===== src/sv/glpw_ram.sv =====
// Generic single-write, single-read RAM with registered read data.
// Stand-alone; no package needed.
`default_nettype none
module glpw_ram #(
	parameter int WIDTH = 8,
	parameter int DEPTH = 256
) (
	input  wire logic                     clk,
	input  wire logic                     we,
	input  wire logic [$clog2(DEPTH)-1:0] waddr,
	input  wire logic [WIDTH-1:0]         wdata,
	input  wire logic                     re,
	input  wire logic [$clog2(DEPTH)-1:0] raddr,
	output logic      [WIDTH-1:0]         rdata
);
	logic [WIDTH-1:0] mem_q [DEPTH];

	always_ff @(posedge clk) begin
		if (we) begin
			mem_q[waddr] <= wdata;
		end
		if (re) begin
			rdata <= mem_q[raddr];
		end
	end
endmodule
`default_nettype wire


===== config.mk =====
export PLATFORM = sky130hd
export DESIGN_NAME = glpw_ram
export DESIGN_NICKNAME = d
export VERILOG_FILES = /design/src/sv/glpw_ram.sv
export SDC_FILE = /design/constraint.sdc
export NUM_CORES = 2
export LEC_CHECK = 0
export BUFFER_PORTS_ARGS = -buffer_cell sky130_fd_sc_hd__buf_2
export CORE_UTILIZATION = 60
export DETAILED_ROUTE_END_ITERATION = 10
export PLACE_DENSITY = 0.79
export SLEW_MARGIN = 10
export SYNTH_ARGS = -nofsm -noshare
export SYNTH_HDL_FRONTEND = slang
export SYNTH_SLANG_ARGS = --single-unit

===== constraint.sdc =====
create_clock -name clk -period 2.5 [get_ports clk]
set_input_delay 0.125 -clock clk [delete_from_list [all_inputs] [get_ports clk]]
set_output_delay 0.125 -clock clk [all_outputs]
set_load 0.05 [all_outputs]

==> impl_metrics.env <==
export IMPL_fin_ws_ns=-0.0426
export IMPL_die_height_um=366
export IMPL_coreArea_um2=132000
export IMPL_slew_headroom=0.452
export IMPL_ys_seq_area_frac=0.775
export IMPL_ys_types=54
export IMPL_p_total_mw=70.7
export IMPL_final_common_cell="edfxtp_1"
export IMPL_yosys_area_share_adder=0
export IMPL_drv_cap=0
export IMPL_cp_start_kind="flop"
export IMPL_placed_area_um2=86400
export IMPL_hold_end="mem_q[163][0]"
export IMPL_grt_max_degree=94
export IMPL_drive_gt1_frac=0.321
export IMPL_finalCritPeriodShare=1.02
export IMPL_vdd_drop_max_v=0.000808
export IMPL_synth_compound_area_frac=0.0342
export IMPL_start_util=0.605
export IMPL_ff2ff_setup_slack_ns=-0.04
export IMPL_final_antenna_net_count=0
export IMPL_synth_async_reset_ratio=0
export IMPL_cts_sinks=2056
export IMPL_row_count=133
export IMPL_required_ns=3.06
export IMPL_post_cts_buffers=0
export IMPL_worst_pin_slew_ns=0.823
export IMPL_clock_root_buffer="clkbuf_16"
export IMPL_port_buffers=34
export IMPL_whs_path_depth=4
export IMPL_whs_ns=0.0859
export IMPL_via_per_inst=6.88
export IMPL_cp_end_kind="flop"
export IMPL_violations="setup timing"
export IMPL_leakagePower_nw=30.1
export IMPL_hpwl_um=130000
export IMPL_wire_per_inst_um=33.1
export IMPL_cts_tree="built"
export IMPL_final_cell_mix="edfxtp_1 (2056), buf_4 (605), mux4_2 (454)"
export IMPL_clock_latency_ns=0.84
export IMPL_drt_initial_drc_count=7196
export IMPL_finalSetupTns_ns=-0.0426
export IMPL_gr_usage_all_layers=0.315
export IMPL_max_freq_mhz=393
export IMPL_arrival_ns=3.11
export IMPL_hp_class="in2reg"
export IMPL_numCtsBuffers=191
export IMPL_dr_pass1_iters=8
export IMPL_gp_congestion=0.886
export IMPL_die_w_um=366
export IMPL_grt_pass1_vias=43774
export IMPL_r2r_end="rdata[0]"
export IMPL_skew_ns=0.0435
export IMPL_ios=35
export IMPL_antenna_found_initial=9
export IMPL_worstSetupPathType="reg2reg"
export IMPL_status="finished, violations left"
export IMPL_synth_nets=3760
export IMPL_timing_rr_start="mem_q[15][0]"
export IMPL_dieArea_um2=134000
export IMPL_rsz0062_at_grt="no"
export IMPL_cp_max_fo=1
export IMPL_synth_xor_area_frac=0
export IMPL_ys_warn_count=0
export IMPL_post_synth_cell_area_avg_um2=21.3
export IMPL_ys_seq_elements=2056
export IMPL_power_density_nw_per_um2=761
export IMPL_r2r_cells=6
export IMPL_clk_path_buf_depth=3
export IMPL_synthesis_area_um2=79600
export IMPL_post_route_min_period_ns=2.54
export IMPL_hp_start="waddr[0]"
export IMPL_post_place_ws_ns=-1.19
export IMPL_syn_inst=3733
export IMPL_setup_viol=1
export IMPL_synth_edf_count=2056
export IMPL_final_cell_area_um2=92900
export IMPL_area_delta_synth_final_pct=16.6
export IMPL_wirelength_um=210000
export IMPL_synth_area_mux_share=0.146
export IMPL_globalRouteOverflowTotal=0
export IMPL_htree_levels=4
export IMPL_drcViolationCount=0
export IMPL_finalHoldViolCount=0
export IMPL_synth_top_family_by_area="multiplexers"
export IMPL_path_clk_slew_ns=0.06
export IMPL_num_vias=43497
export IMPL_grt_pass1_wl_um=303000
export IMPL_synth_ff_type="edfxtp_1"
export IMPL_final_nets=4429
export IMPL_yosys_area_share_simple=0.0263
export IMPL_maxSlewViolCount=0
==> per-layer routing <==
metal / wire length, um / global-route usage / vias up
li1: - / - / 17045
met1: 71300 / 0.417 / 22241
met2: 102000 / 0.505 / 3592
met3: 26100 / 0.0764 / 611
met4: 9850 / 0.139 / 8
met5: 66 / 0 / -
==> cell usage after synthesis (13+ instances only) <==
cell	n	area share
a211oi_1	16	0.0015
a21oi_1	96	0.0060
a221oi_1	13	0.0014
a22oi_1	133	0.013
buf_1	22	0.0010
buf_2	31	0.0019
buf_4	27	0.0025
buf_6	21	0.0030
buf_8	13	0.0025
clkbuf_1	111	0.0052
edfxtp_1	2056	0.78
mux2i_1	134	0.017
mux4_2	454	0.13
nand2_1	33	0.0016
nand3_1	34	0.0021
nor2_1	282	0.013
nor2b_1	31	0.0024
nor3_1	22	0.0014
nor4_1	24	0.0019
o221ai_1	46	0.0051
o22ai_1	28	0.0022
==> what timing repair did <==
action                                 4_1_cts  5_1_grt
setup endpoints to repair                    7        4
endpoints found under the hold margin      405        0
resized for setup                           23       16
pin swaps                                    4        5
hold buffers                                11        0
==> stage by stage <==
step,std cells,util
2_1_floorplan,3733,-
3_3_place_gp,5952,0.656
3_5_place_dp,5953,0.657
4_1_cts,6320,0.705
5_1_grt,6321,0.706
6_report,6325,0.706
==> report_power, final <==
part	switching, mW	total, mW	leakage [nW]	internal [mW]
combinational	2.53	4.11	8.67	1.58
sequential	0.0485	38.1	18.5	38.0
clock	12.8	28.5	2.97	15.7
total	15.3	70.7	30.1	55.3
==> critical path, cell delays in order, from the launching register on <==
cell      delay [ns]
edfxtp_1        0.40
mux4_2          0.54
a22oi_1         0.34
a21oi_1         0.12
nor4_1          0.57
buf_4           0.25
nor4_2          0.04
==> cell families after synthesis <==
family | count (synthesis)
buffers and inverters | 235
multiplexers | 591
AO/OA/AOI/OAI | 385
AND/OR/NAND/NOR | 466
flip-flops | 2056
==> worst max path at each step <==
stage,start,endpoint,slack (ns)
floorplan,raddr[0],rdata[2],0.30
global placement,raddr[0],rdata[2],-1.29
detailed placement,raddr[0],rdata[5],-1.19
CTS,mem_q[211][5],rdata[5],-0.21
global route,mem_q[212][7],rdata[7],0.0005
finish,mem_q[15][0],rdata[0],-0.04
==> registers in the layout, indices dropped and copies added (netlist names) <==
name	count
mem_q	2048
rdata	8
==> cell type report <==
type | instances | area, um2
Sequential cell | 2056 | 61700
Fill cell | 7201 | 38700
Multi-Input combinational cell | 1442 | 16700
Timing Repair Buffer | 709 | 6110
Clock buffer | 229 | 4940
Tap cell | 1755 | 2200
Clock inverter | 127 | 1150
Antenna cell | 5 | 12.5
Inverter | 2 | 7.51
(Power assumes the default switching activity.)
