**src/sv/glpw_pkg.sv**
```systemverilog
// Shared types and constants for the gauge loop product walker.
// Used by every module of the block but glpw_ram; depends on nothing.
`default_nettype none
package glpw_pkg;

	localparam int MAX_SITES      = 4096;
	localparam int MAX_DIMS       = 4;
	localparam int GROUP_ELEMENTS = 256;
	localparam int MAX_EXTENT     = 64;

	localparam int SITE_W   = $clog2(MAX_SITES);
	localparam int DIR_W    = $clog2(MAX_DIMS);
	localparam int ELEM_W   = $clog2(GROUP_ELEMENTS);
	localparam int COORD_W  = $clog2(MAX_EXTENT);
	localparam int EXT_W    = COORD_W + 1;
	// Linear position over the full periodic volume, up to MAX_EXTENT^MAX_DIMS.
	localparam int STRIDE_W = COORD_W * MAX_DIMS + 1;
	localparam int LINK_AW  = SITE_W + DIR_W;
	localparam int PROD_AW  = 2 * ELEM_W;
	localparam int LEN_W    = 6;
	localparam int CFG_IDX_W = 3;
	localparam int CFG_W    = 8;
	localparam int IN_W     = 56;

	typedef enum logic [2:0] {
		F_WR_LINK = 3'd0,
		F_WR_PROD = 3'd1,
		F_WR_INV  = 3'd2,
		F_WILSON  = 3'd3,
		F_POLY    = 3'd4
	} func_t;

	typedef enum logic [CFG_IDX_W-1:0] {
		R_NUM_DIMS    = 3'd0,
		R_TIME_EXT    = 3'd1,
		R_SPACE_EXT   = 3'd2,
		R_IDENTITY    = 3'd3
	} reg_t;

	typedef enum logic [3:0] {
		S_IDLE,
		S_DIV_START,
		S_DIV_WAIT,
		S_SEG,
		S_ADV,
		S_LINK,
		S_INV,
		S_MUL,
		S_UPD,
		S_OUT
	} state_t;

	typedef struct packed {
		logic [2:0]                            dims;
		logic [EXT_W-1:0]                      ext_time;
		logic [EXT_W-1:0]                      ext_space;
		logic [ELEM_W-1:0]                     identity;
		logic [MAX_DIMS:0][STRIDE_W-1:0]       stride;
		logic                                  settled;
	} geom_t;

endpackage
`default_nettype wire

```
**src/sv/glpw_geom.sv**
```systemverilog
// Configuration registers and lattice geometry: clamped extents and strides.
// Depends on glpw_pkg for geom_t and register codes.
`default_nettype none
module glpw_geom (
	input  wire logic                           clk,
	input  wire logic                           arst_n,
	input  wire logic                           cfg_we,
	input  wire logic [glpw_pkg::CFG_IDX_W-1:0] cfg_index,
	input  wire logic [glpw_pkg::CFG_W-1:0]     cfg_data,
	output glpw_pkg::geom_t                     geom
);
	import glpw_pkg::*;

	logic [2:0]        num_dims_q;
	logic [6:0]        time_ext_q;
	logic [6:0]        space_ext_q;
	logic [ELEM_W-1:0] identity_q;
	logic [2:0]        settle_q;
	logic [MAX_DIMS:1][STRIDE_W-1:0] stride_q;
	logic [2:0]        dims_c;
	logic [EXT_W-1:0]  ext_t_c;
	logic [EXT_W-1:0]  ext_s_c;

	always_comb begin
		if (num_dims_q < 3'd2) begin
			dims_c = 3'd2;
		end else if (num_dims_q > 3'(MAX_DIMS)) begin
			dims_c = 3'(MAX_DIMS);
		end else begin
			dims_c = num_dims_q;
		end
		if (time_ext_q == '0) begin
			ext_t_c = EXT_W'(1);
		end else if (time_ext_q > 7'(MAX_EXTENT)) begin
			ext_t_c = EXT_W'(MAX_EXTENT);
		end else begin
			ext_t_c = EXT_W'(time_ext_q);
		end
		if (space_ext_q == '0) begin
			ext_s_c = EXT_W'(1);
		end else if (space_ext_q > 7'(MAX_EXTENT)) begin
			ext_s_c = EXT_W'(MAX_EXTENT);
		end else begin
			ext_s_c = EXT_W'(space_ext_q);
		end
	end

	always_ff @(posedge clk or negedge arst_n) begin
		if (!arst_n) begin
			num_dims_q  <= 3'd4;
			time_ext_q  <= 7'd8;
			space_ext_q <= 7'd8;
			identity_q  <= '0;
			settle_q    <= 3'(MAX_DIMS);
		end else begin
			if (cfg_we) begin
				settle_q <= 3'(MAX_DIMS);
				case (reg_t'(cfg_index))
					R_NUM_DIMS:  num_dims_q  <= cfg_data[2:0];
					R_TIME_EXT:  time_ext_q  <= cfg_data[6:0];
					R_SPACE_EXT: space_ext_q <= cfg_data[6:0];
					R_IDENTITY:  identity_q  <= cfg_data[ELEM_W-1:0];
					default: ;
				endcase
			end else if (settle_q != '0) begin
				settle_q <= settle_q - 1'b1;
			end
		end
	end

	// One multiplication per register after the first, which takes the time extent.
	always_ff @(posedge clk) begin
		stride_q[1] <= STRIDE_W'(ext_t_c);
		for (int k = 2; k <= MAX_DIMS; k++) begin
			stride_q[k] <= STRIDE_W'(stride_q[k-1] * ext_s_c);
		end
	end

	always_comb begin
		geom.dims      = dims_c;
		geom.ext_time  = ext_t_c;
		geom.ext_space = ext_s_c;
		geom.identity  = identity_q;
		geom.stride[0] = STRIDE_W'(1);
		for (int k = 1; k <= MAX_DIMS; k++) begin
			geom.stride[k] = stride_q[k];
		end
		geom.settled   = settle_q == '0;
	end
endmodule
`default_nettype wire

```
**config.mk**
```make
export PLATFORM = sky130hd
export DESIGN_NAME = glpw_geom
export DESIGN_NICKNAME = d
export VERILOG_FILES = /design/src/sv/glpw_pkg.sv /design/src/sv/glpw_geom.sv
export SDC_FILE = /design/constraint.sdc
export NUM_CORES = 1
export LEC_CHECK = 0
export BUFFER_PORTS_ARGS = -buffer_cell sky130_fd_sc_hd__buf_2
export CAP_MARGIN = 30
export CORE_MARGIN = 5
export CORE_UTILIZATION = 65
export DETAILED_ROUTE_END_ITERATION = 10
export GPL_TIMING_DRIVEN = 0
export HOLD_SLACK_MARGIN = 0.15
export MAX_ROUTING_LAYER = met4
export PLACE_DENSITY = 0.95
export SYNTH_ARGS = -nofsm -noshare
export SYNTH_HDL_FRONTEND = slang
export SYNTH_SLANG_ARGS = --single-unit
```
**constraint.sdc**
```tcl
create_clock -name clk -period 8.78 [get_ports clk]
set_input_delay 1.756 -clock clk [delete_from_list [all_inputs] [get_ports clk]]
set_output_delay 1.756 -clock clk [all_outputs]
set_load 0.02 [all_outputs]
```
==> key figures, run 1 <==
CTS
  • Root Driver: clkbuf_16
  • Cts bufs inserted: 9
  • Clock tree sinks: 95
  • Hold buffers post-CTS: 0
  • CTS H-tree depth: 3
  • Max Buffers Root-to-Sink: 2
  • Worst skew pair latency: 360 ps
  • Clk slew on worst S/H paths: ~70 ps
  • Setup Buffers After CTS: 0
  • CTS tree: built
  • Post-CTS resize count: 0

Floorplanning
  • Initial Util: 0.661
  • Io pins: ~170
  • Die boundary width: 145 um
  • Die ar.: 21100 sq um
  • Std cell rows: 49
  • Core area: 18000 sq um
  • Die Y: 145 um

GRT
  • Antenna violations before repair: 1
  • Vias in the first global route: 10073
  • Largest net degree at the start of global routing: 29
  • Total Routing Usage GR: 0.294
  • Grt ovf: 0
  • First-pass GRT wire length: a little under 50000 um

Power
  • Peak supply drop: ~0.19 mV
  • PnR Total Power: 4.13 mW
  • Pwr/cell area: between 300 and 400 nW/um^2
  • Leak Pwr: 7.24 nW

Finish
  • Core Util, Final: 0.737
  • Share of cells above drive strength 1: 0.150
  • Final #Nets: 1736
  • Post-route cell area: 13300 sq um
  • Synth-to-Final Area Change: 11.5%

Synthesis
  • Top cells by area, synth: fa_1 (29%), ha_1 (11%), dfxtp_1 (11%)
  • Share of the synthesized area in the top cell type: 0.294
  • Ys flop type: dfxtp_1
  • Yosys warns: 0
  • Mapped Area: about 12000 sq um
  • Cell taking the most area after synthesis: fa_1
  • Mean Syn Cell Area: 9.41 sq um
  • Post-synth ARST share: 0.295
  • Most frequent cell after synthesis: and2_1
  • Post-synthesis sequential area ratio: 0.172
  • Register bit total from synthesis: 95
  • Top cells by count, synth: and2_1 (204), inv_1 (195), fa_1 (175), nand2_1 (114), ha_1 (108)
  • Distinct cells, synth: 57
  • EDFF count, synth: 0
  • Cells after synthesis: 1266

Critical path
  • WP data arrival: 6450 ps
  • WP data required: around 9000 ps
  • Crit Path Category: reg2reg
  • CP Capture Type: flop
  • Max Fanout on Critical Path: 10
  • Startpoint types: flop

Route
  • Total Wirelength: 29800 um
  • Avg WL per Cell: 17.8 um
  • Vias: 9381
  • ANT nets after route: 0
  • DRC: 0
  • 1st-iter DRT viols: 705
  • 1st-pass router iterations: 5
  • Avg Vias per Cell: 5.60

STA
  • Final setup viols: 0
  • Measured slew at the worst slew-check pin: 877 ps
  • Maximum clock rate: 161 MHz
  • Period utilisation layout: 0.707
  • Final-report hold violation count: 0
  • Slew margin rel.: 0.416
  • Final Skew: 7.62 ps
  • Min Clock Period, post-route: just over 6000 ps
  • Setup_tns: 0 ps
  • RSZ-0062 raised after global routing: false
  • Slew Limit Fails: 0

Place
  • Port bufs: approximately 110
  • Area post-placement: around 13000 sq um
  • DP HPWL: 23200 um
  • GPL Wtd Cong: 0.920

Hold path
  • Worst Hold Class: reg2reg

Run
  • Max cap viols: 0

Status
  • Status: finished, final reports clean
[final timing paths]
kind,start,end,slack [ps],depth (start not counted)
worst max-delay path,space_ext_q[6]$_DFFE_PN0P_,geom[119]$_DFF_P_,2570,20
worst min-delay path,identity_q[5]$_DFFE_PN0P_,identity_q[5]$_DFFE_PN0P_,500,1
worst max register to register,space_ext_q[6]$_DFFE_PN0P_,geom[119]$_DFF_P_,2570,20
worst min register to register,identity_q[5]$_DFFE_PN0P_,identity_q[5]$_DFFE_PN0P_,500,1
max in group asynchronous,arst_n,time_ext_q[6]$_DFFE_PN0P_,7000,1
min in group asynchronous,arst_n,time_ext_q[1]$_DFFE_PN0P_,1390,1
[worst max-delay path, stage by stage (launching register included)]
cell and delay [ps]:
dfrtp_1 400, clkbuf_1 200, nor2b_1 440, clkbuf_1 700
nand2_1 180, fa_1 530, fa_1 490, inv_1 50
fa_1 470, inv_1 50, fa_1 470, inv_1 40
ha_1 250, clkbuf_1 260, a211o_1 170, a31oi_1 60
nor4_1 490, nor2_1 150, o21ai_0 360, a31oi_1 170
xnor2_1 160
[layout make-up]
type	count	area (sq um)
antenna	1	2.50
buffer	95	576
clock buffer	11	233
clock inverter	5	108
fill	1214	4750
inverter	195	732
multi-input combinational	937	8760
sequential	95	2050
tap	229	287
timing repair buffer	106	531
[kinds of logic after synthesis]
kind of cell,after synthesis,share of synthesized area
adders and majority gates,283,0.408
buffers and inverters,290,0.110
other,2,0.000631
xor gates and xnor gates,51,0.0375
DFF,95,0.172
AOI/OAI and AO/OA,116,0.0684
and+or+nand+nor,405,0.181
muxes,24,0.0227
[state kept, by name, indices dropped and copies added (netlist names)]
signal / count
identity_q: 8
num_dims_q: 3
geom: 67
settle_q: 3
time_ext_q: 7
space_ext_q: 7
[metrics by stage]
stage / instances / setup slack [ps] / hold WS (ps)
final: 1674 / 2570 / 501
after global routing: 1673 / 2380 / 528
after detailed placement: 1657 / 2860 / 488
after CTS: 1673 / 2820 / 503
after floorplan: 1322 / 3550 / 472
after global placement: 1657 / 2930 / 485
[layer usage]
| metal | wire length [um] | up-vias | share of wire | track usage |
|---|---|---|---|---|
| li1 | - | 4166 | - | - |
| met1 | 11000 | 4607 | 0.37 | 0.343 |
| met2 | 14800 | 490 | 0.50 | 0.491 |
| met3 | 2790 | 118 | 0.093 | 0.0698 |
| met4 | 1210 | 0 | 0.041 | 0.118 |
| met5 | 0 | - | 0 | - |
[where the power goes]
group	internal [mW]	switching, mW
combinational	1.12	1.73
sequential	0.604	0.212
clock	0.280	0.182
[layout by cell type (no fill, tap or decap), drive strengths merged, types with 2 or more instances in the layout]
cell     count
nand2b       3
nand3b       2
nand2      114
nor3        13
nor4         2
dfxtp       67
o21bai       2
nand4        3
ha         108
buf        166
xnor2       39
a21oi       37
and3         5
o21ai       23
bufinv       3
nor2b       11
dfstp        4
nand3        9
a31oi        5
clkbuf      46
o21a         4
nor2        33
inv        196
a211oi       5
nor4bb       2
xor2        12
a211o        3
conb        58
fa         175
dfrtp       24
mux2        24
o221ai       2
o31ai        2
and2       204
a21o        18
a2111oi      4
No activity file was read; power rests on OpenSTA's default activity.
==> run 2, diff against run 1 <==
CORE_UTILIZATION = 54   (was 65)
PLACE_DENSITY = 0.86   (was 0.95)
clock period = 5 ns   (was 8.78 ns; I/O delays follow)
==> key figures, run 2 (synthesis gave the netlist of run 1 again) <==
Floorplanning
  • Die ar.: 25100 sq um (was 21100 sq um)
  • Std cell rows: 54 (was 49)
  • Io pins: 165 (unchanged)
  • Core area: 21800 sq um (was 18000 sq um)
  • Die Y: 159 um (was 145 um)
  • Die boundary width: 159 um (was 145 um)
  • Initial Util: 0.547 (was 0.661)

Finish
  • Most frequent cells in the layout: and2_1 (187), inv_1 (187), fa_1 (167) (was and2_1 (204), inv_1 (195), fa_1 (175))
  • # diodes: 0 (was 1)
  • Area of the multi-input gates: 9350 sq um (was 8760 sq um)
  • Share of cells above drive strength 1: 0.270 (was 0.150)
  • Synth-to-Final Area Change: 23.8% (was 11.5%)
  • Final #Nets: 1797 (was 1736)
  • Sequential cell area: 2050 sq um (unchanged)
  • Fillers: 1503 (was 1214)
  • Post-route cell area: 14700 sq um (was 13300 sq um)
  • Number of flip-flops in the largest register: 67 (unchanged)
  • Post-Layout Cell Count: 1785 (was 1674)

Place
  • Port bufs: 106 (unchanged)
  • GPL Wtd Cong: 0.950 (was 0.920)
  • Area post-placement: 13000 sq um (was 12900 sq um)
  • Dpl cells: 1708 (was 1657)
  • DP HPWL: 22900 um (was 23200 um)

Power
  • Peak supply drop: 0.339 mV (was 0.192 mV)
  • Pwr/cell area: 578 nW/um^2 (was 311 nW/um^2)
  • Int Pwr: 4.17 mW (was 2.01 mW)
  • Sw frac: 0.510 (was 0.514)
  • Sequential fraction of design power: 0.169 (was 0.198)
  • Leak Pwr: 7.79 nW (was 7.24 nW)
  • Clock group share of total power: 0.084 (was 0.112)
  • Logic pwr share: 0.747 (was 0.691)
  • Switching power: 4.34 mW (was 2.12 mW)

STA
  • Min setup slack post-route: -77.1 ps (was 2570 ps)
  • Min Clock Period, post-route: 5080 ps (was 6210 ps)
  • Maximum clock rate: 197 MHz (was 161 MHz)
  • Slew margin rel.: 0.461 (was 0.416)
  • Final Skew: 9.32 ps (was 7.62 ps)
  • Period utilisation layout: 1.02 (was 0.707)
  • Final-report hold violation count: 0 (unchanged)
  • Measured slew at the worst slew-check pin: 806 ps (was 877 ps)
  • Final setup viols: 6 (was 0)
  • Slew Limit Fails: 0 (unchanged)
  • RSZ-0062 raised after global routing: true (was false)

Hold path
  • Worst Hold Class: reg2reg (unchanged)

CTS
  • Max Buffers Root-to-Sink: 2 (unchanged)
  • Cts bufs inserted: 9 (unchanged)
  • Clk slew on worst S/H paths: 80 ps (was 70 ps)
  • Root Driver: clkbuf_16 (unchanged)
  • Worst skew pair latency: 370 ps (was 360 ps)
  • Hold buffers post-CTS: 0 (unchanged)
  • Clock tree sinks: 95 (unchanged)
  • CTS H-tree depth: 3 (unchanged)
  • CTS tree: built (unchanged)

Critical path
  • Worst reg2reg endpoint: geom[94]$_DFF_P_ (was geom[119]$_DFF_P_)
  • CP Capture Type: flop (unchanged)
  • WP data required: 5290 ps (was 9020 ps)
  • Critical Path Sink: geom[94]$_DFF_P_ (was geom[119]$_DFF_P_)
  • Origin of the worst setup path: space_ext_q[6]$_DFFE_PN0P_ (unchanged)
  • RR Startpoint: space_ext_q[6]$_DFFE_PN0P_ (unchanged)
  • Max Fanout on Critical Path: 7 (was 10)
  • R2r setup slk: -80 ps (was 2570 ps)
  • WP data arrival: 5370 ps (was 6450 ps)
  • Startpoint types: flop (unchanged)
  • R2R cell count: 19 (was 20)
  • Crit Path Category: reg2reg (unchanged)

GRT
  • First-pass GRT wire length: 50900 um (was 49100 um)
  • Grt ovf: 0 (unchanged)
  • Largest net degree at the start of global routing: 29 (unchanged)
  • Total Routing Usage GR: 0.265 (was 0.294)
  • Vias in the first global route: 10280 (was 10073)
  • Antenna violations before repair: 0 (was 1)

Status
  • Status: finished, violations left (was finished, final reports clean)
  • Failing checks: negative setup slack

Route
  • DRC: 0 (unchanged)
  • Vias: 9808 (was 9381)
  • 1st-iter DRT viols: 715 (was 705)
  • Avg WL per Cell: 19.3 um (was 17.8 um)
  • Avg Vias per Cell: 5.49 (was 5.60)
  • 1st-pass router iterations: 5 (unchanged)
  • Total Wirelength: 34500 um (was 29800 um)
  • ANT nets after route: 0 (unchanged)

Run
  • Max cap viols: 0 (unchanged)
-- run 2: cell types whose count changed in the layout (fill, tap and decap cells not counted), sizes merged --
cell / change
clkbuf: -14
inv: +2
clkinv: +2
diode: -1
buf: +73
clkinvlp: +1
bufinv: -3
-- run 2: per-stage QoR --
stage          setup TNS, ps  setup WS, ps  power (mW)   util  hold WS [ps]
5_1_grt                -1250          -224        9.16  0.677           537
3_3_place_gp          -12420          -761        6.13  0.599           482
2_1_floorplan              0          21.0        4.99      -           472
4_1_cts                -33.8         -29.2        7.59  0.645           512
6_report                -232         -77.1        8.51  0.677           516
3_5_place_dp          -16090          -858        6.33  0.599           488
-- run 2: critical path, stage by stage, from the launching register on --
cell and delay, ps:
dfrtp_1 420, buf_8 160, nor2b_4 50, buf_12 140, clkbuf_8 170, and2_4 160, fa_1 560, fa_2 450
fa_1 500, inv_1 60, fa_1 540, inv_1 60, ha_4 220, and3_4 170, a221o_1 370, a21o_1 240
a31oi_4 210, o21bai_1 130, a21oi_2 200, xnor2_1 150
-- run 2: metal layers --
metal / wire, um / vias up / GRT usage
met2: 17000 / 527 / 0.429
met3: 2880 / 189 / 0.0568
met5: 0 / - / -
li1: - / 4309 / -
met4: 2400 / 0 / 0.137
met1: 12200 / 4783 / 0.312
-- run 2: worst min-delay path by stage --
stage	slack [ps]	to	start	cells past startpoint
2_1_floorplan	470	num_dims_q[1]$_DFFE_PN0P_	num_dims_q[1]$_DFFE_PN0P_	1
3_3_place_gp	480	num_dims_q[1]$_DFFE_PN0P_	num_dims_q[1]$_DFFE_PN0P_	1
3_5_place_dp	490	identity_q[5]$_DFFE_PN0P_	identity_q[5]$_DFFE_PN0P_	1
4_1_cts	510	num_dims_q[0]$_DFFE_PN0P_	num_dims_q[0]$_DFFE_PN0P_	1
5_1_grt	540	num_dims_q[1]$_DFFE_PN0P_	num_dims_q[1]$_DFFE_PN0P_	1
6_report	520	num_dims_q[1]$_DFFE_PN0P_	num_dims_q[1]$_DFFE_PN0P_	1
-- run 2: what timing repair did --
action	in CTS	in global routing
gates resized for setup	106	111
endpoints found under the hold margin	0	0
endpoints found under the setup margin	35	21
gates cloned	1	1
pin swaps	18	76
setup buffers	27	37
-- run 2: cell type report --
cell class                      count  share of cell area
Multi-Input combinational cell    937               0.635
Sequential cell                    95               0.139
Timing Repair Buffer              170              0.0761
Buffer                             92              0.0567
Inverter                          195              0.0497
Tap cell                          280              0.0238
Clock buffer                        9              0.0153
Clock inverter                      7             0.00509
-- run 2: power groups by stage --
stage	logic, mW	clock network (mW)	registers, mW
after floorplan	3.46	0	1.53
after global placement	4.71	0	1.42
after detailed placement	4.90	0	1.43
after CTS	5.46	0.721	1.41
after global routing	6.93	0.754	1.47
final	6.36	0.718	1.44
