==> config.mk <==
export PLATFORM = sky130hd
export DESIGN_NAME = glpw_div
export DESIGN_NICKNAME = d
export VERILOG_FILES = /design/src/sv/glpw_pkg.sv /design/src/sv/glpw_div.sv
export SDC_FILE = /design/constraint.sdc
export NUM_CORES = 1
export LEC_CHECK = 0
export ABC_CLOCK_PERIOD_IN_PS = 5210
export BUFFER_PORTS_ARGS = -buffer_cell sky130_fd_sc_hd__buf_4
export CAP_MARGIN = 20
export CELL_PAD_IN_SITES_DETAIL_PLACEMENT = 2
export CELL_PAD_IN_SITES_GLOBAL_PLACEMENT = 2
export CORE_ASPECT_RATIO = 1.75
export CORE_MARGIN = 1.5
export CORE_UTILIZATION = 36
export CTS_BUF_LIST = sky130_fd_sc_hd__clkbuf_8
export CTS_CLUSTER_DIAMETER = 200
export DETAILED_ROUTE_END_ITERATION = 8
export HOLD_SLACK_MARGIN = 0.06
export PLACE_DENSITY_LB_ADDON = 0.1
export SLEW_MARGIN = 25
export SYNTH_ARGS = -nofsm -noshare
export SYNTH_HDL_FRONTEND = slang
export SYNTH_SLANG_ARGS = --single-unit
==> constraint.sdc <==
create_clock -name clk -period 5.21 [get_ports clk]
set_clock_uncertainty 0.1 [all_clocks]
set_input_delay 1.042 -clock clk [delete_from_list [all_inputs] [get_ports clk]]
set_output_delay 1.042 -clock clk [all_outputs]
set_load 0.05 [all_outputs]
==> src/sv/glpw_pkg.sv <==
// Shared types and constants for the gauge loop product walker.
// Used by every module of the block but glpw_ram; depends on nothing.
`default_nettype none
package glpw_pkg;

	localparam int MAX_SITES      = 4096;
	localparam int MAX_DIMS       = 4;
	localparam int GROUP_ELEMENTS = 256;
	localparam int MAX_EXTENT     = 64;

	localparam int SITE_W   = $clog2(MAX_SITES);
	localparam int DIR_W    = $clog2(MAX_DIMS);
	localparam int ELEM_W   = $clog2(GROUP_ELEMENTS);
	localparam int COORD_W  = $clog2(MAX_EXTENT);
	localparam int EXT_W    = COORD_W + 1;
	// Linear position over the full periodic volume, up to MAX_EXTENT^MAX_DIMS.
	localparam int STRIDE_W = COORD_W * MAX_DIMS + 1;
	localparam int LINK_AW  = SITE_W + DIR_W;
	localparam int PROD_AW  = 2 * ELEM_W;
	localparam int LEN_W    = 6;
	localparam int CFG_IDX_W = 3;
	localparam int CFG_W    = 8;
	localparam int IN_W     = 56;

	typedef enum logic [2:0] {
		F_WR_LINK = 3'd0,
		F_WR_PROD = 3'd1,
		F_WR_INV  = 3'd2,
		F_WILSON  = 3'd3,
		F_POLY    = 3'd4
	} func_t;

	typedef enum logic [CFG_IDX_W-1:0] {
		R_NUM_DIMS    = 3'd0,
		R_TIME_EXT    = 3'd1,
		R_SPACE_EXT   = 3'd2,
		R_IDENTITY    = 3'd3
	} reg_t;

	typedef enum logic [3:0] {
		S_IDLE,
		S_DIV_START,
		S_DIV_WAIT,
		S_SEG,
		S_ADV,
		S_LINK,
		S_INV,
		S_MUL,
		S_UPD,
		S_OUT
	} state_t;

	typedef struct packed {
		logic [2:0]                            dims;
		logic [EXT_W-1:0]                      ext_time;
		logic [EXT_W-1:0]                      ext_space;
		logic [ELEM_W-1:0]                     identity;
		logic [MAX_DIMS:0][STRIDE_W-1:0]       stride;
		logic                                  settled;
	} geom_t;

endpackage
`default_nettype wire

==> src/sv/glpw_div.sv <==
// Radix-2 restoring divider used to split a site index into coordinates.
// Depends on glpw_pkg for widths.
`default_nettype none
module glpw_div (
	input  wire logic                       clk,
	input  wire logic                       arst_n,
	input  wire logic                       start,
	input  wire logic [glpw_pkg::SITE_W-1:0] dividend,
	input  wire logic [glpw_pkg::EXT_W-1:0]  divisor,
	output logic                            done,
	output logic      [glpw_pkg::SITE_W-1:0] quotient,
	output logic      [glpw_pkg::COORD_W-1:0] remainder
);
	import glpw_pkg::*;

	localparam int CNT_W = $clog2(SITE_W + 1);

	logic [EXT_W-1:0]  rem_q;
	logic [SITE_W-1:0] quo_q;
	logic [CNT_W-1:0]  cnt_q;
	logic              done_q;
	logic [EXT_W:0]    trial;
	logic              fits;

	assign trial = {rem_q, quo_q[SITE_W-1]};
	assign fits  = trial >= {1'b0, divisor};

	always_ff @(posedge clk or negedge arst_n) begin
		if (!arst_n) begin
			cnt_q  <= '0;
			done_q <= 1'b0;
		end else begin
			done_q <= 1'b0;
			if (start) begin
				cnt_q <= CNT_W'(SITE_W);
			end else if (cnt_q != '0) begin
				cnt_q <= cnt_q - 1'b1;
				if (cnt_q == CNT_W'(1)) begin
					done_q <= 1'b1;
				end
			end
		end
	end

	always_ff @(posedge clk) begin
		if (start) begin
			rem_q <= '0;
			quo_q <= dividend;
		end else if (cnt_q != '0) begin
			rem_q <= fits ? EXT_W'(trial - {1'b0, divisor}) : EXT_W'(trial);
			quo_q <= {quo_q[SITE_W-2:0], fits};
		end
	end

	assign done      = done_q;
	assign quotient  = quo_q;
	assign remainder = rem_q[COORD_W-1:0];
endmodule
`default_nettype wire

==> impl_metrics.sql, run 1 <==
INSERT INTO impl_metrics (metric_group, metric, value, unit) VALUES
('critical_path', 'worstPathRequired', '5270', 'ps'),
('finish', 'postLayoutCoreUtil', '44.9', '%'),
('timing', 'timing.setup.tns', '0', 'ps'),
('clock_tree', 'worst_path_clk_slew', '80', 'ps'),
('logic_synthesis', 'number_of_flip_flops_and_latches_in_the_synthesized_netlist', '24', ''),
('power_and_ir_drop', 'switchingPower', '402', 'uW'),
('routing', 'initialDrtViolationCount', '10', ''),
('logic_synthesis', 'syn-num-nets', '177', ''),
('critical_path', 'r2r_cells', '8', ''),
('logic_synthesis', 'synth.area.top_cells', 'sky130_fd_sc_hd__edfxtp_1 (24%), sky130_fd_sc_hd__dfxtp_1 (9.2%), sky130_fd_sc_hd__dfrtp_1 (8.2%)', ''),
('finish', 'post_route_cells_drive_above_1_share', '34.5', '%'),
('floorplanning', 'die_y', '89', 'um'),
('power_and_ir_drop', 'p_int', '483', 'uW'),
('routing', 'num_vias', '1183', ''),
('routing', 'drt-total-wl', '3680', 'um'),
('timing', 'post-route-period-util', '55.3', '%'),
('logic_synthesis', 'cell_area_after_technology_mapping', '0.00152', 'mm^2'),
('clock_tree', 'cts_root_buf', 'sky130_fd_sc_hd__clkbuf_8', ''),
('critical_path', 'crit_end_element', 'register', ''),
('flow_run', 'cap_viol_max_count', '0', ''),
('logic_synthesis', 'most_used_flip_flop_cell_after_synthesis', 'sky130_fd_sc_hd__edfxtp_1', ''),
('worst_hold_path', 'min_path_type', 'register to register', ''),
('power_and_ir_drop', 'pwr-share-comb', '55.6', '%'),
('floorplanning', 'die_w', '52.1', 'um'),
('floorplanning', 'initial_standard_cell_utilization_of_the_core', '37.0', '%'),
('logic_synthesis', 'post_synth_num_cell_types', '45', ''),
('logic_synthesis', 'post-synth-top-count-cell', 'sky130_fd_sc_hd__nor2_1', ''),
('clock_tree', 'tritoncts', 'done', ''),
('power_and_ir_drop', 'share_clk_of_total_power', '12.4', '%'),
('global_routing', 'number_of_antenna_violations_at_the_first_check_in_global_routing', '0', ''),
('placement', 'routabilityCongestion', '0.717', ''),
('finish', 'design.final.nets', '210', ''),
('critical_path', 'cp.depth', '8', ''),
('logic_synthesis', 'synth_common_cells', 'sky130_fd_sc_hd__nor2_1 (13), sky130_fd_sc_hd__edfxtp_1 (12), sky130_fd_sc_hd__inv_1 (12), sky130_fd_sc_hd__mux2_2 (11), sky130_fd_sc_hd__ha_1 (9)', ''),
('critical_path', 'setup.worst_path.start_class', 'input port', ''),
('critical_path', 'largest_fanout_on_the_critical_path', '11', ''),
('power_and_ir_drop', 'leakagePower', '0.840', 'nW'),
('timing', 'worst_slew_pin_slew', '764', 'ps'),
('routing', 'wl_per_cell', '16.3', 'um'),
('timing', 'finalHoldWorstSlack', '454', 'ps'),
('placement', 'dpl.hpwl', '2950', 'um'),
('critical_path', 'cp_top_family', 'simple AND/OR/NAND/NOR gates', ''),
('logic_synthesis', 'synth-edff-count', '12', ''),
('critical_path', 'critPathMaxStageDelay', '500', 'ps'),
('global_routing', 'globalRoute.totalOverflow', '0', ''),
('status', 'result_of_the_run', 'finished, final reports clean', ''),
('floorplanning', 'io-pin-count', '41', ''),
('clock_tree', 'cts_setup_buffers', '0', ''),
('finish', 'fill_cells', '470', ''),
('floorplanning', 'floorplan.core_area', '0.00411', 'mm^2'),
('routing', 'detail_route.first_pass.iterations', '4', ''),
('finish', 'n_antenna_cell', '0', ''),
('finish', 'area_delta_synth_final', '21.3', '%'),
('worst_hold_path', 'hold_path_depth', '1', ''),
('clock_tree', 'cts_resized', '0', ''),
('logic_synthesis', 'synth_top_area_cell', 'sky130_fd_sc_hd__edfxtp_1', ''),
('logic_synthesis', 'yosysSeqAreaShare', '41.1', '%'),
('routing', 'via_density_per_instance', '5.23', ''),
('timing', 'timing.final.hold_violations', '0', ''),
('logic_synthesis', 'synth.avg_cell_area', '10.5', 'um^2'),
('critical_path', 'crit_buf_inv', '1', ''),
('clock_tree', 'post_cts_hold_buffer_count', '0', ''),
('power_and_ir_drop', 'finalPower', '885', 'uW'),
('global_routing', 'largest_net_degree_at_the_start_of_global_routing', '28', ''),
('timing', 'number_of_endpoints_failing_setup_at_the_final_stage', '0', ''),
('timing', 'report.final.slew_viol_count', '0', ''),
('logic_synthesis', 'number_of_instances_in_the_synthesized_netlist', '145', ''),
('clock_tree', 'cts-buffers-inserted', '3', ''),
('global_routing', 'grt_pass1_wl', '5910', 'um'),
('routing', 'postRouteAntennaNets', '0', ''),
('timing', 'fmax', '347', 'MHz');
[stage by stage]
stage	cells	cell area [um^2]	worst slack, ps
after detailed placement	222	1800	2040
after global routing	226	1850	2170
after floorplan	145	1520	2410
after CTS	226	1850	2330
after global placement	222	1800	2120
final	226	1850	2330
[worst paths after layout]
check | from | slack, ps | end
setup / recovery | divisor[0] | 2330 | rem_q[1]
hold / removal | cnt_q[2] | 450 | done
setup reg to reg | quotient[11] | 2800 | rem_q[1]
hold reg to reg | cnt_q[2] | 450 | done
max in group asynchronous | arst_n | 4440 | done
min in group asynchronous | arst_n | 470 | cnt_q[3]
[routing by layer]
metal  GRT usage, %  vias to the layer above  wire, um
met1           18.9                      580      1440
met2           31.8                       27      2100
met3           1.84                        2       106
met4           5.59                        0        31
met5              0                        -         0
li1               -                      574         -
[registers in the layout (all words and copies together) (netlist names)]
name and cells:
quotient 12, rem_q 7, cnt_q 4, done 1
[cells in the final DEF, fill, tap and decap left out, drive strengths merged, types with 5 or more instances in the layout]
master,n
buf,40
inv,14
nor2,14
edfxtp,12
mux2,11
ha,9
a21oi,9
mux2i,7
dfxtp,7
a211oi,7
dfrtp,5
nor3,5
[power groups by stage]
stage | clock network, mW | registers [mW] | logic, mW
floorplan | 0 | 0.335 | 0.349
global placement | 0 | 0.287 | 0.481
detailed placement | 0 | 0.288 | 0.499
CTS | 0.114 | 0.285 | 0.502
global route | 0.124 | 0.290 | 0.534
finish | 0.109 | 0.284 | 0.492
[layout make-up]
class | instances | area, um^2 | share of cell area [%]
sequential | 24 | 626 | 33.9
tap | 49 | 61.3 | 3.32
timing repair buffer | 40 | 300 | 16.3
inverter | 14 | 66.3 | 3.59
multi-input combinational | 95 | 747 | 40.5
clock inverter | 1 | 3.75 | 0.203
clock buffer | 3 | 41.3 | 2.24
[cell families after synthesis]
logic type / count (synthesis) / share of synthesized area, %
simple gates: 37 / 13.7
compound gates: 26 / 11.7
buf+inv: 26 / 9.79
flops: 24 / 41.1
mux: 18 / 12.7
fa+ha+maj: 10 / 8.72
xor+xnor: 4 / 2.30
No activity file was read; power rests on OpenSTA's default activity.
==> run 2, diff against run 1 <==
ABC_AREA = 1   (was not set)
ABC_CLOCK_PERIOD_IN_PS = 2600   (was 5210)
CORE_UTILIZATION = 27   (was 36)
clock period = 2.6 ns   (was 5.21 ns; I/O delays follow)
==> run 2 against run 1 <==
Net effect:
- count of clock-buffer cells in the layout rose by 1
- sequential power increased by 110%
- register-to-register slack worse by 2300 ps
- critical path depth rose by 1
- total power up 100%
- combinational power up 92%
- core utilization shrank 9.8 points
- via count grew 26%
- critical endpoint is now quotient[4]
- highest routed layer unchanged
==> impl_metrics.sql, run 2 <==
INSERT INTO impl_metrics (metric_group, metric, value, unit) VALUES
('floorplanning', 'io-pin-count', '41', ''),
('timing', 'final_period_minus_worst_setup_slack', '2120', 'ps'),
('placement', 'place_inst', '325', ''),
('clock_tree', 'cts-buffers-inserted', '3', ''),
('clock_tree', 'cts_sinks', '24', ''),
('routing', 'detail_route.first_pass.iterations', '4', ''),
('clock_tree', 'clock_tree.buffer_depth', '2', ''),
('routing', 'via_density_per_instance', '4.53', ''),
('timing', 'report.final.slew_viol_count', '0', ''),
('floorplanning', 'die_y', '105', 'um'),
('critical_path', 'worst_path_max_delay_cell', 'sky130_fd_sc_hd__inv_1', ''),
('floorplanning', 'floorplan.core_area', '0.00563', 'mm^2'),
('timing', 'number_of_endpoints_failing_setup_at_the_final_stage', '0', ''),
('global_routing', 'grt_pass1_wl', '7530', 'um'),
('critical_path', 'critPathMaxStageDelay', '440', 'ps'),
('floorplanning', 'rows', '36', ''),
('critical_path', 'crit_end_element', 'register', ''),
('logic_synthesis', 'synth.top_cell.area_share', '22.6', '%'),
('clock_tree', 'cts_setup_buffers', '0', ''),
('power_and_ir_drop', 'seqPwrFrac', '32.9', '%'),
('clock_tree', 'clock_insertion_delay_worst_skew', '260', 'ps'),
('finish', 'postLayoutCoreUtil', '35.1', '%'),
('floorplanning', 'die_w', '61.0', 'um'),
('routing', 'wl_per_cell', '13.2', 'um'),
('routing', 'drt-total-wl', '4340', 'um'),
('global_routing', 'number_of_antenna_violations_at_the_first_check_in_global_routing', '0', ''),
('critical_path', 'critical_path_arrival', '1930', 'ps'),
('placement', 'buffer_ports.inserted', '40', ''),
('routing', 'postRouteAntennaNets', '0', ''),
('clock_tree', 'post_cts_hold_buffer_count', '1', ''),
('finish', 'finish.cell_count_without_fillers', '330', ''),
('logic_synthesis', 'cell_area_after_technology_mapping', '0.00159', 'mm^2'),
('finish', 'largest_reg_flops', '12', ''),
('routing', 'num_vias', '1496', ''),
('clock_tree', 'tritoncts', 'done', ''),
('finish', 'commonest_non_fill_non_tap_cell_in_the_layout', 'sky130_fd_sc_hd__nand2_1', ''),
('logic_synthesis', 'synth.area.top_cells', 'sky130_fd_sc_hd__edfxtp_1 (23%), sky130_fd_sc_hd__nand2_1 (18%), sky130_fd_sc_hd__dfxtp_1 (8.8%)', ''),
('logic_synthesis', 'most_used_flip_flop_cell_after_synthesis', 'sky130_fd_sc_hd__edfxtp_1', ''),
('routing', 'initialDrtViolationCount', '18', ''),
('power_and_ir_drop', 'pwr-share-comb', '52.9', '%'),
('timing', 'timing.final.hold_violations', '0', ''),
('logic_synthesis', 'synth.avg_cell_area', '7.23', 'um^2'),
('power_and_ir_drop', 'power_density', '903', 'mW/mm^2'),
('status', 'result_of_the_run', 'finished, final reports clean', ''),
('critical_path', 'critPathKind', 'register to register', ''),
('logic_synthesis', 'post_synth_num_cell_types', '30', ''),
('placement', 'routabilityCongestion', '0.769', ''),
('worst_hold_path', 'hold_path_depth', '1', ''),
('power_and_ir_drop', 'p_int', '957', 'uW'),
('critical_path', 'worstPathCellList', 'inv_1 -> ha_1 -> inv_1 -> nor2_1 -> inv_1 -> nor2_2 -> inv_2 -> nor2_1 -> inv_1', ''),
('critical_path', 'critical-path-top-cell-by-count', 'sky130_fd_sc_hd__inv_1', ''),
('flow_run', 'cap_viol_max_count', '0', ''),
('global_routing', 'vias_in_the_first_global_route', '1699', ''),
('logic_synthesis', 'synth-warning-count', '0', ''),
('power_and_ir_drop', 'power.switching_fraction', '46.4', '%'),
('routing', 'number_of_remaining_drc_errors', '0', ''),
('power_and_ir_drop', 'leakagePower', '1.07', 'nW'),
('finish', 'fill_cells', '689', ''),
('timing', 'post-route-period-util', '81.6', '%'),
('finish', 'mostFrequentLayoutCells', 'sky130_fd_sc_hd__nand2_1 (76), sky130_fd_sc_hd__buf_4 (40), sky130_fd_sc_hd__inv_1 (37)', ''),
('clock_tree', 'htree_num_levels', '1', ''),
('finish', 'post_route_cells_drive_above_1_share', '21.3', '%'),
('logic_synthesis', 'number_of_instances_in_the_synthesized_netlist', '220', ''),
('clock_tree', 'cts_root_buf', 'sky130_fd_sc_hd__clkbuf_8', ''),
('logic_synthesis', 'synth_common_cells', 'sky130_fd_sc_hd__nand2_1 (76), sky130_fd_sc_hd__inv_1 (37), sky130_fd_sc_hd__nand3_1 (15), sky130_fd_sc_hd__nor2_1 (15), sky130_fd_sc_hd__edfxtp_1 (12)', ''),
('global_routing', 'largest_net_degree_at_the_start_of_global_routing', '20', ''),
('finish', 'n_antenna_cell', '0', ''),
('timing', 'fmax', '471', 'MHz'),
('logic_synthesis', 'post-synth-top-count-cell', 'sky130_fd_sc_hd__nand2_1', ''),
('critical_path', 'worstPathRequired', '2400', 'ps'),
('power_and_ir_drop', 'irDropWorstVdd', '0.395', 'mV'),
('critical_path', 'crit_buf_inv', '5', ''),
('critical_path', 'r2r_cells', '9', ''),
('timing', 'relative_slew_slack', '61.9', '%'),
('timing', 'timing.setup.tns', '0', 'ps'),
('logic_synthesis', 'syn-num-nets', '252', ''),
('logic_synthesis', 'synth_top_area_cell', 'sky130_fd_sc_hd__edfxtp_1', ''),
('finish', 'area_delta_synth_final', '24.3', '%'),
('finish', 'design.final.nets', '287', ''),
('critical_path', 'largest_fanout_on_the_critical_path', '14', ''),
('clock_tree', 'cts_resized', '0', ''),
('logic_synthesis', 'synth-edff-count', '12', ''),
('logic_synthesis', 'yosysSeqAreaShare', '39.3', '%'),
('logic_synthesis', 'asyncSetResetFlopFracSynth', '20.8', '%'),
('global_routing', 'globalRouteTotalUtil', '15.2', '%'),
('power_and_ir_drop', 'share_clk_of_total_power', '14.2', '%'),
('timing', 'rsz_0062_raised_after_global_routing', 'false', ''),
('timing', 'worst_slew_pin_slew', '570', 'ps'),
('floorplanning', 'floorplan.die_area', '0.00638', 'mm^2'),
('critical_path', 'cp.depth', '9', ''),
('logic_synthesis', 'number_of_flip_flops_and_latches_in_the_synthesized_netlist', '24', ''),
('placement', 'dpl.hpwl', '3660', 'um'),
('worst_hold_path', 'min_path_type', 'register to register', ''),
('global_routing', 'globalRoute.totalOverflow', '0', ''),
('power_and_ir_drop', 'switchingPower', '829', 'uW'),
('floorplanning', 'initial_standard_cell_utilization_of_the_core', '28.3', '%'),
('critical_path', 'setup.worst_path.start_class', 'register', ''),
('critical_path', 'cp_top_family', 'buffers and inverters', ''),
('clock_tree', 'worst_path_clk_slew', '90', 'ps');
## run 2: kinds of logic after synthesis
group | after synthesis | share of synthesized area, %
AND/OR/NAND/NOR | 119 | 31.7
buffers and inverters | 50 | 13.8
flip-flops | 24 | 39.3
AO/OA/AOI/OAI | 15 | 5.74
adder cells (fa/ha/maj) | 10 | 8.33
XOR/XNOR | 2 | 1.10
## run 2: path summary, 6_finish.rpt
kind	from	endpoint	slack, ps
setup / recovery	cnt_q[0]	quotient[4]	480
hold / removal	cnt_q[2]	done	400
setup reg to reg	cnt_q[0]	quotient[4]	480
hold reg to reg	cnt_q[2]	done	400
max in group asynchronous	arst_n	cnt_q[2]	1810
min in group asynchronous	arst_n	cnt_q[1]	480
## run 2: power groups by stage
| stage | combinational [mW] | sequential (mW) | clock (mW) |
|---|---|---|---|
| 2_1_floorplan | 0.644 | 0.679 | 0 |
| 3_3_place_gp | 0.954 | 0.598 | 0 |
| 3_5_place_dp | 0.969 | 0.598 | 0 |
| 4_1_cts | 0.975 | 0.592 | 0.267 |
| 5_1_grt | 1.08 | 0.603 | 0.280 |
| 6_report | 0.945 | 0.587 | 0.254 |
## run 2: layout make-up
type                    count  area (um^2)  area share (%)
inverters                  39          146            7.40
repair buffers             41          310            15.7
well taps                  76         95.1            4.81
multi-input cells         146          746            37.7
clock buffers               4         55.1            2.78
flip-flops and latches     24          626            31.6
## run 2: metrics by stage
stage                     worst slack [ps]  cell area [um^2]  hold slack [ps]  power (mW)
final                                  479              1980              398        1.79
after global routing                   186              1980              421        1.96
after CTS                              397              1980              403        1.83
after detailed placement               278              1910              227        1.57
after global placement                 334              1910              226        1.55
after floorplan                        393              1590              124        1.32
## run 2: routing by layer
layer  vias up  GRT usage [%]  routed length, um
li1        744              -                  -
met4         0           2.80                 26
met3         2           1.49                 96
met5         -              0                  0
met2        25           29.9               2630
met1       725           16.1               1590
## run 2: worst register-to-register path, cell delays in order, from the launching register on
cell and delay, ps:
sky130_fd_sc_hd__dfrtp_1 410, sky130_fd_sc_hd__inv_1 80, sky130_fd_sc_hd__ha_1 210, sky130_fd_sc_hd__inv_1 80
sky130_fd_sc_hd__nor2_1 50, sky130_fd_sc_hd__inv_1 80, sky130_fd_sc_hd__nor2_2 50, sky130_fd_sc_hd__inv_2 170
sky130_fd_sc_hd__nor2_1 100, sky130_fd_sc_hd__inv_1 440
==> run 3, diff against run 2 <==
ABC_CLOCK_PERIOD_IN_PS = 2000   (was 2600)
CORE_UTILIZATION = 30   (was 27)
clock period = 2 ns   (was 2.6 ns; I/O delays follow)
==> run 3 against run 2 <==
Net effect:
- first-iteration DRC count up 28%
- clock power increased by 15%
- total power up 38%
- worst setup slack got worse by 400 ps
- critical endpoint is now rem_q[4]
- count of clock-buffer cells in the layout down 1
==> impl_metrics.sql, run 3 (synthesis gave the netlist of run 2 again) <==
INSERT INTO impl_metrics (metric_group, metric, value, unit) VALUES
('status', 'result_of_the_run', 'finished, final reports clean', ''),
('finish', 'multi_input_area', '806', 'um^2'),
('critical_path', 'critPathKind', 'register to register', ''),
('critical_path', 'worstPathCellList', 'inv_2 -> ha_4 -> fa_2 -> inv_2 -> nand2_2 -> nand2_2 -> nand2_2 -> buf_6 -> xnor2_2 -> nand2_1 -> nand3_1 -> nand2_1 -> inv_1', ''),
('finish', 'largest_reg_flops', '12', ''),
('critical_path', 'critical_path_arrival', '1990', 'ps'),
('routing', 'drt-total-wl', '4520', 'um'),
('critical_path', 'critPathMaxStageDelay', '400', 'ps'),
('global_routing', 'grt_pass1_wl', '7680', 'um'),
('placement', 'routabilityCongestion', '0.745', ''),
('critical_path', 'setup.worst_path.start_class', 'register', ''),
('global_routing', 'globalRouteTotalUtil', '16.9', '%'),
('timing', 'worst_slew_pin_slew', '300', 'ps'),
('floorplanning', 'initial_standard_cell_utilization_of_the_core', '31.7', '%'),
('clock_tree', 'clock_insertion_delay_worst_skew', '260', 'ps'),
('floorplanning', 'io-pin-count', '41', ''),
('clock_tree', 'cts-buffers-inserted', '3', ''),
('worst_hold_path', 'hold_path_depth', '3', ''),
('placement', 'buffer_ports.inserted', '40', ''),
('routing', 'num_vias', '1539', ''),
('power_and_ir_drop', 'irDropWorstVdd', '0.396', 'mV'),
('clock_tree', 'clock_tree.buffer_depth', '2', ''),
('routing', 'postRouteAntennaNets', '0', ''),
('critical_path', 'r2r_cells', '13', ''),
('timing', 'report.final.slew_viol_count', '0', ''),
('flow_run', 'cap_viol_max_count', '0', ''),
('global_routing', 'globalRoute.totalOverflow', '0', ''),
('timing', 'rsz_0062_raised_after_global_routing', 'true', ''),
('power_and_ir_drop', 'leakagePower', '1.15', 'nW'),
('critical_path', 'worst_path_max_delay_cell', 'sky130_fd_sc_hd__fa_2', ''),
('finish', 'final_cell_area', '0.00209', 'mm^2'),
('critical_path', 'critical-path-top-cell-by-count', 'sky130_fd_sc_hd__nand2_2', ''),
('timing', 'post-route-period-util', '96.2', '%'),
('global_routing', 'number_of_antenna_violations_at_the_first_check_in_global_routing', '0', ''),
('clock_tree', 'cts_sinks', '24', ''),
('clock_tree', 'htree_num_levels', '1', ''),
('clock_tree', 'worst_path_clk_slew', '90', 'ps'),
('finish', 'final-seq-area', '626', 'um^2'),
('floorplanning', 'floorplan.die_area', '0.00577', 'mm^2'),
('timing', 'finalHoldWorstSlack', '301', 'ps'),
('finish', 'mostFrequentLayoutCells', 'sky130_fd_sc_hd__nand2_1 (69), sky130_fd_sc_hd__buf_4 (51), sky130_fd_sc_hd__inv_1 (35)', ''),
('floorplanning', 'die_w', '58.1', 'um'),
('timing', 'timing.final.hold_violations', '0', ''),
('finish', 'area_delta_synth_final', '31.6', '%'),
('finish', 'fill_cells', '614', ''),
('floorplanning', 'die_y', '99.4', 'um'),
('placement', 'dpl.hpwl', '3750', 'um'),
('finish', 'post_route_cells_drive_above_1_share', '30.8', '%'),
('critical_path', 'reg2reg_from', 'quotient[11]', ''),
('global_routing', 'largest_net_degree_at_the_start_of_global_routing', '18', ''),
('clock_tree', 'tritoncts', 'done', ''),
('critical_path', 'worstReg2RegEnd', 'rem_q[4]', ''),
('routing', 'initialDrtViolationCount', '23', ''),
('power_and_ir_drop', 'power_density', '1180', 'mW/mm^2'),
('routing', 'detail_route.first_pass.iterations', '6', ''),
('clock_tree', 'cts_root_buf', 'sky130_fd_sc_hd__clkbuf_8', ''),
('routing', 'via_density_per_instance', '4.81', ''),
('worst_hold_path', 'min_path_type', 'input port to register', ''),
('placement', 'dpl_cell_area', '0.00196', 'mm^2'),
('timing', 'number_of_endpoints_failing_setup_at_the_final_stage', '0', ''),
('critical_path', 'worst-r2r-setup-slack', '80', 'ps'),
('timing', 'final_period_minus_worst_setup_slack', '1920', 'ps'),
('finish', 'design.final.nets', '299', ''),
('critical_path', 'worstPathRequired', '2070', 'ps'),
('floorplanning', 'floorplan.core_area', '0.00502', 'mm^2'),
('timing', 'fmax', '520', 'MHz'),
('routing', 'number_of_remaining_drc_errors', '0', ''),
('global_routing', 'vias_in_the_first_global_route', '1728', ''),
('critical_path', 'largest_fanout_on_the_critical_path', '2', ''),
('worst_hold_path', 'worst_min_delay_path_endpoint', 'quotient[11]', ''),
('floorplanning', 'rows', '34', ''),
('routing', 'wl_per_cell', '14.1', 'um'),
('timing', 'relative_slew_slack', '79.9', '%'),
('finish', 'commonest_non_fill_non_tap_cell_in_the_layout', 'sky130_fd_sc_hd__nand2_1', ''),
('finish', 'n_antenna_cell', '0', ''),
('critical_path', 'crit_end_element', 'register', ''),
('worst_hold_path', 'hold_start', 'dividend[11]', '');
==> run 3: repair_timing <==
item / 4_1_cts / 5_1_grt
pin swaps: 0 / 6
hold buffers: 1 / 0
buffers inserted: 0 / 3
endpoints found under the hold margin: 5 / 0
gates resized for setup: 1 / 16
setup endpoints to repair: 12 / 8
==> run 3: worst max path at each step <==
stage            startpoint  endpoint  depth (start not counted)
6_report       quotient[11]  rem_q[4]                         13
3_3_place_gp     divisor[0]  rem_q[5]                         13
3_5_place_dp     divisor[0]  rem_q[5]                         13
5_1_grt        quotient[11]  rem_q[4]                         14
2_1_floorplan  quotient[11]  rem_q[6]                         13
4_1_cts        quotient[11]  rem_q[5]                         13
==> run 3: metrics by stage <==
stage / instances / setup WS, ps / utilization, % / TNS [ps] / power (mW)
final: 320 / 75.7 / 41.7 / 0 / 2.47
after global routing: 320 / -66.3 / 41.7 / -220 / 2.68
after CTS: 317 / 25.1 / 40.1 / 0 / 2.41
after detailed placement: 312 / -104 / 39.0 / -405 / 2.11
after global placement: 312 / -22.9 / 39.0 / -22.9 / 2.07
after floorplan: 220 / -130 / - / -793 / 1.72
==> run 3: cell type report <==
| cell class | count | share of cell area [%] |
|---|---|---|
| Sequential cell | 24 | 29.9 |
| Multi-Input combinational cell | 146 | 38.5 |
| Clock inverter | 1 | 0.179 |
| Timing Repair Buffer | 53 | 19.3 |
| Clock buffer | 3 | 1.97 |
| Inverter | 39 | 6.99 |
| Tap cell | 54 | 3.23 |
==> run 3: critical path, delay by kind of cell (launching register included) <==
family	cells	cell delay [ps]
adders and majority gates	2	560
and+or+nand+nor	6	400
DFF	1	370
buffers and inverters	4	280
xor gates and xnor gates	1	120
==> run 3: metal layers <==
metal / part of all wire, % / track usage (%) / vias to the layer above / wire [um]
met5: 0 / 0 / - / 0
met4: 0.64 / 4.29 / 0 / 29
met3: 1.8 / 1.30 / 2 / 81
met2: 61 / 35.7 / 25 / 2740
met1: 37 / 16.4 / 745 / 1670
li1: - / - / 767 / -
==> run 3: report_power, final <==
part / switching (mW) / internal [mW]
combinational: 0.892 / 0.528
sequential: 0.111 / 0.648
clock: 0.153 / 0.137
